<file path="src/hdl/ssir_pkg.sv">
// Shared types and codes for the sorted set insert and remove block.
package ssir_pkg;

  localparam int unsigned ValueW  = 32;
  localparam int unsigned StatusW = 3;
  localparam int unsigned CountW  = 7;

  typedef enum logic {
    FUNC_INSERT = 1'b0,
    FUNC_REMOVE = 1'b1
  } func_e;

  typedef enum logic [StatusW-1:0] {
    ST_INSERTED  = 3'd0,
    ST_DUPLICATE = 3'd1,
    ST_FULL      = 3'd2,
    ST_REMOVED   = 3'd3,
    ST_NOT_FOUND = 3'd4
  } status_e;

  typedef enum logic [3:0] {
    MODE_SEARCH = 4'b0001,
    MODE_CARRY  = 4'b0010,
    MODE_SHIFT  = 4'b0100,
    MODE_DONE   = 4'b1000
  } mode_e;

  typedef struct packed {
    logic              active;
    func_e             func;
    logic              full;
    mode_e             mode;
    status_e           status;
    logic [ValueW-1:0] value;
  } token_t;

endpackage

</file>
<file path="src/hdl/ssir_cell.sv">
// One storage cell of the sorted chain: holds one entry and steps the operation token onward.
module ssir_cell #(
  parameter int unsigned CNT_W = 7
) (
  input  logic                        clk_i,
  input  logic                        rst_ni,
  input  ssir_pkg::token_t            tok_i,
  input  logic [CNT_W-1:0]            rem_i,
  input  logic [ssir_pkg::ValueW-1:0] next_entry_i,
  output ssir_pkg::token_t            tok_o,
  output logic [CNT_W-1:0]            rem_o,
  output logic [ssir_pkg::ValueW-1:0] entry_o
);
  import ssir_pkg::*;

  logic [ValueW-1:0] entry_q, entry_d;
  token_t            tok_q, tok_d;
  logic [CNT_W-1:0]  rem_q, rem_d;
  logic              valid, eq, lt;

  assign valid = (rem_i != '0);
  assign eq    = valid && (entry_q == tok_i.value);
  assign lt    = valid && ($signed(entry_q) < $signed(tok_i.value));

  always_comb begin
    tok_d   = tok_i;
    entry_d = entry_q;
    rem_d   = valid ? rem_i - CNT_W'(1) : rem_i;
    if (tok_i.active) begin
      unique case (tok_i.mode)
        MODE_SEARCH: begin
          if (tok_i.func == FUNC_INSERT) begin
            priority if (eq) begin
              tok_d.status = ST_DUPLICATE;
              tok_d.mode   = MODE_DONE;
            end else if (lt) begin
              tok_d.mode = MODE_SEARCH;
            end else if (tok_i.full) begin
              tok_d.status = ST_FULL;
              tok_d.mode   = MODE_DONE;
            end else begin
              entry_d      = tok_i.value;
              tok_d.value  = entry_q;
              tok_d.status = ST_INSERTED;
              tok_d.mode   = valid ? MODE_CARRY : MODE_DONE;
            end
          end else begin
            priority if (eq) begin
              entry_d      = next_entry_i;
              tok_d.status = ST_REMOVED;
              tok_d.mode   = MODE_SHIFT;
            end else if (lt) begin
              tok_d.mode = MODE_SEARCH;
            end else begin
              tok_d.status = ST_NOT_FOUND;
              tok_d.mode   = MODE_DONE;
            end
          end
        end
        MODE_CARRY: begin
          entry_d     = tok_i.value;
          tok_d.value = entry_q;
          if (!valid) begin
            tok_d.mode = MODE_DONE;
          end
        end
        MODE_SHIFT: begin
          entry_d = next_entry_i;
        end
        MODE_DONE: begin
          entry_d = entry_q;
        end
        default: begin
          entry_d = entry_q;
        end
      endcase
    end
  end

  always_ff @(posedge clk_i or negedge rst_ni) begin
    if (!rst_ni) begin
      tok_q <= '0;
    end else begin
      tok_q <= tok_d;
    end
  end

  always_ff @(posedge clk_i) begin
    entry_q <= entry_d;
    rem_q   <= rem_d;
  end

  assign tok_o   = tok_q;
  assign rem_o   = rem_q;
  assign entry_o = entry_q;

endmodule

</file>
<file path="config.mk">
export PLATFORM = sky130hd
export DESIGN_NAME = ssir_cell
export DESIGN_NICKNAME = d
export VERILOG_FILES = /design/src/hdl/ssir_pkg.sv /design/src/hdl/ssir_cell.sv
export SDC_FILE = /design/constraint.sdc
export NUM_CORES = 1
export LEC_CHECK = 0
export ABC_AREA = 1
export BUFFER_PORTS_ARGS = -buffer_cell sky130_fd_sc_hd__buf_2
export CORE_ASPECT_RATIO = 2
export CORE_UTILIZATION = 45
export CTS_CLUSTER_SIZE = 16
export DETAILED_ROUTE_END_ITERATION = 12
export PLACE_DENSITY = 0.82
export SYNTH_ARGS = -nofsm -noshare
export SYNTH_HDL_FRONTEND = slang
export SYNTH_SLANG_ARGS = --single-unit
</file>
<file path="constraint.sdc">
create_clock -name clk_i -period 5.6 [get_ports clk_i]
set_input_delay 0.84 -clock clk_i [delete_from_list [all_inputs] [get_ports clk_i]]
set_output_delay 0.84 -clock clk_i [all_outputs]
set_load 0.005 [all_outputs]
</file>
# Yosys cells after proc, flatten, opt, wreduce, memory -nomap -nowiden
# Index checks and enable logic that the tools add are counted.
# classes
n_addsub	1
order_cmp	1
eq_ne	8
mux	24
reduce_logical	5
# op_table
op	n
32-bit 2-to-1 mux	8
32-bit case mux with 3 select lines	1
32-bit case mux with 2 select lines	1
39-bit 2-to-1 mux	1
35-bit 2-to-1 mux	1
7-bit 2-to-1 mux	5
32-bit == test	1
32-bit less-than comparator	1
4-bit 2-to-1 mux	4
3-bit inequality test, second input constant	4
4-bit case mux with 2 select lines	1
7-bit nonzero test	1
7-bit by 1-bit subtractor with 7-bit output, second input constant	1
3-bit 2-to-1 mux	2
6-bit AND reduction	1
4-bit by 1-bit == test with 1-bit output, second input constant	1
4-bit by 2-bit == test with 1-bit output, second input constant	1
4-bit by 3-bit == test with 1-bit output, second input constant	1
3-bit nonzero test	1
1-bit logical AND	2
# totals
regBits	81
in_bits	83
output_inout_bits	81
word_cells	47

# Logic depth before layout (Yosys ltp)
# logic_depth
word_depth	8
depth_mapped	21
depth_no_buf	21

# Worst setup path after synthesis
# No wires, ideal clock.
# synth_path
path_type	input to register
start	input tok_i[31] (netlist bit)
end	register entry_q[0], in the netlist entry_o[0] (enable)
setup_time_ns	0.392
arrival_ns	2.983
required_time_ns	5.208
slack_ns	2.225
stages	13
path_buffers	0
path_cell_list	inv_1 -> ha_1 -> nand2_1 -> nor2_2 -> nand4_2 -> nor3_2 -> nand2_1 -> nand2_1 -> nand2_1 -> nand3_4 -> nand2_1 -> o21ai_0 -> and2_1
# synth_between
elab_chain_len	4
word_cells_on_any_way	8
cone_classes	order compare (1); eq/ne (4); reduce/logical (3)
# synth_rtl
item	line	source
start: declaration	ssir_cell.sv:7	input ssir_pkg::token_t tok_i,
32-bit less-than comparator / 32-bit == test (equally long branches)	ssir_cell.sv:23, ssir_cell.sv:22	
1-bit logical AND, on equally long branches	ssir_cell.sv:23, ssir_cell.sv:22	
3-bit inequality test (no line)	--	
6-bit AND reduction (no line) *	--	
end signal: assignment	ssir_cell.sv:89	entry_q <= entry_d;
end: declaration	ssir_cell.sv:16	logic [ValueW-1:0] entry_q, entry_d;
# Mark *: on every way between the ends. The rest lies on a longest branch, timed or not.
# A chain may end at the register's enable or synchronous reset.

==> impl_results.md <==
- Status: finished, final reports clean
- CP Capture Point: tok_o[12]$_DFF_PN0_
- Count of cell types in the netlist: 31
- Drt drc: 0
- Post-Synthesis Cells: 702
- Total Routing Usage GR: 0.2426
- Rel. slew slack: 0.3023
- Worst setup SP type: input pin
- FF+latch count, synth: 81
- Worst-skew pair later-pin latency: 0.34 ns
- Ports: 164
- Worst-Margin Slew: 1.047 ns
- Root Driver: clkbuf_16
- Placed cells: 980
- Slew Limit Fails: 0
- Count leader, synth: nand2_1
- Antenna Cells: 0
- Post-cts sizing count: 0
- Setup TNS: 0 ns
- Ys Warns: 0
- CP required: 5.82 ns
- Layout cells sized above 1: 0.2243
- Critical Path Most Common Cell: nand2_1
- P_leak: 3.299 nW
- Crit Path Max Fanout: 33
- Max-cap violation count: 0
- Sinks on Clock Net: 81
- Total Wirelength: 13810 um
- Synth Flop Type: dfrtp_1
- Synth Area in XOR/XNOR: 0.005122
- Synth async-reset ratio: 0.5185
- Iter 0 DRT Violations: 220
- RSZ-0062 raised after global routing: false
- Syn Nets: 819
- Met2 Resource Use GR: 0.4576
- Reg-to-reg startpoint: entry_o[31]$_DFFE_PP_
- Syn avg cell area: 7.308 sq um
- Worst-case reg-to-reg path depth: 14
- Post-synth top area share: 0.2049
- Hold slack final: 0.6348 ns
- Num CTS Buffers: 9
- Crit-path cells: buf_2 > inv_1 > ha_1 > nand2_1 > nor2_2 > nand4_2 > nor3_2 > nand2_1 > nand2_1 > nand2_1 > nand3_4 > nand3_4 > inv_2 > nand2_1 > nand3_1 > nand2_1
- # setup viols final: 0
- Synth Area in Adders: 0.08293
- Fmax: 0.2986 GHz
- Reg2Reg Setup Slack: 2.44 ns
- Met1 GRT Util: 0.2475
- Initial antenna violation count: 0
- Post-route ant nets: 0
- Max Root-Sink Buffers: 2
- Multiplexer share of the synthesized area: 0
- WP data arrival: 3.57 ns
- Count of flip-flops with a built-in enable after synthesis: 32
- Syn Std Cell Area: 5130 sq um
- Post-DP HPWL: 9975 um
- Non-filler instance count after layout: 996
- Post-synthesis compound-gate area fraction: 0.1315
- Fin. Hold Viols: 0
- Commonest cells post-synth: 218 x nand2_1, 96 x inv_1, 71 x o21ai_0
- Grt total ovfl: 0
- Synth area leader: dfrtp_1
- Starting Density: 0.4658
- Crit share post-route: 0.5980
- CP peak stage delay: 0.62 ns
- Design Area, Final: 6344 sq um
- Crit Path Class: input pin to flip-flop
- GR peak layer: met2
- Die area: 11860 sq um
- Seq/Total Area, Yosys: 0.4195
- Multi-input logic area: 2504 sq um
- Simple-Gate Fraction of Synth Area: 0.2641
- Placed cell area: 6033 sq um
- Register area: 2152 sq um
- Met3 GRT Util: 0.03642
- Slowest CP cell: inv_2
- Tightest Hold Check Type: flip-flop to flip-flop
- Layout area overhead: 23.66%
- Min cycle time layout: 3.349 ns
- Worst vdd ir: 147.9 uV
- Synth area leaders: dfrtp_1 20%, edfxtp_1 19%, nand2_1 16%
- Util after Layout: 0.5760
- Total number of vias: 5125
- Core area: 11010 sq um
- Hold Buf Count CTS: 0
- Gpl congestion: 0.8759
- Worst r2r dst: tok_o[12]$_DFF_PN0_
- Pre-antenna DRT Iters: 4
- CP endpoint kind: flip-flop
- Avg Vias per Cell: 5.146
- Pwr per Cell Area: 251.2 nW/um^2
- Layout Skew: 0.008034 ns
- Row cnt: 54
- Filler cells: 1036
- Crit path launch: tok_i[31]
- Largest family of logic cells by synthesized area: simple AND/OR/NAND/NOR gates
- Largest net degree at the start of global routing: 69
- CTS clk-pin slew, worst paths: 0.06 ns
- Routed len/inst: 13.86 um
- Post-CTS setup buffer count: 0
- IO buf count: 163
- CTS tree: built
- Die Width: 77.50 um
- H-tree depth: 3
- Vias in the first global route: 4942
- First-pass GRT wire length: 22400 um
- Die H: 153.0 um
- NumNets Final: 968
[power by group]
group	switching (W)	internal [W]	total, W
sequential	0.0000214	0.000660	0.000681
combinational	0.000177	0.000112	0.000288
clock	0.000238	0.000386	0.000624
[stage by stage]
| step | setup slack [ns] | power [W] |
|---|---|---|
| 6_report | 2.251 | 0.001593 |
| 5_1_grt | 1.987 | 0.001671 |
| 4_1_cts | 2.251 | 0.001601 |
| 2_1_floorplan | 2.225 | 0.0008640 |
| 3_3_place_gp | 1.963 | 0.0009739 |
| 3_5_place_dp | 1.898 | 0.0009832 |
[sequential cells by signal, indices dropped and copies added (netlist names)]
register and flops:
entry_o 32, tok_o 42, rem_o 7
[critical path, delay by kind of cell]
kind,cells,cell delay (ns)
buf+inv,3,0.77
fa+ha+maj,1,0.37
simple gates,12,1.58
[worst min path at each step]
stage / start / end / depth (start not counted) / slack [ns]
detailed placement: entry_o[20]$_DFFE_PP_ / tok_o[20]$_DFF_PN0_ / 4 / 0.62
CTS: entry_o[21]$_DFFE_PP_ / tok_o[21]$_DFF_PN0_ / 4 / 0.63
floorplan: rst_ni / tok_o[0]$_DFF_PN0_ / 0 / 0.54
global placement: entry_o[27]$_DFFE_PP_ / tok_o[27]$_DFF_PN0_ / 4 / 0.60
global route: tok_i[41] / tok_o[41]$_DFF_PN0_ / 1 / 0.68
finish: entry_o[4]$_DFFE_PP_ / tok_o[4]$_DFF_PN0_ / 4 / 0.63
[layout by cell type, fill, tap and decap left out, types with 7 or more instances in the layout]
cell type	instances
nand3_1	45
nor2_1	48
ha_1	34
nand2_1	218
clkbuf_16	9
buf_2	163
dfrtp_1	42
inv_1	96
a21oi_1	51
dfxtp_1	7
edfxtp_1	32
o21ai_0	71
[kinds of logic after synthesis]
logic type / after synthesis
flops: 81
buf+inv: 125
xor+xnor: 3
compound gates: 131
simple gates: 328
fa+ha+maj: 34
[final cells by class]
cell class                 count  area share
inverter                      97     0.05740
multi-input combinational    496      0.3947
clock buffer                   9     0.03550
timing repair buffer         166      0.1321
clock inverter                 7     0.01341
tap                          140     0.02761
sequential                    81      0.3393
[per-layer routing]
layer / routed length, um / part of all wire
met4: 503 / 0.036
met1: 5035 / 0.36
met5: 0 / 0
met3: 678 / 0.049
met2: 7591 / 0.55
Note: power is estimated with default switching activity, not from simulation.
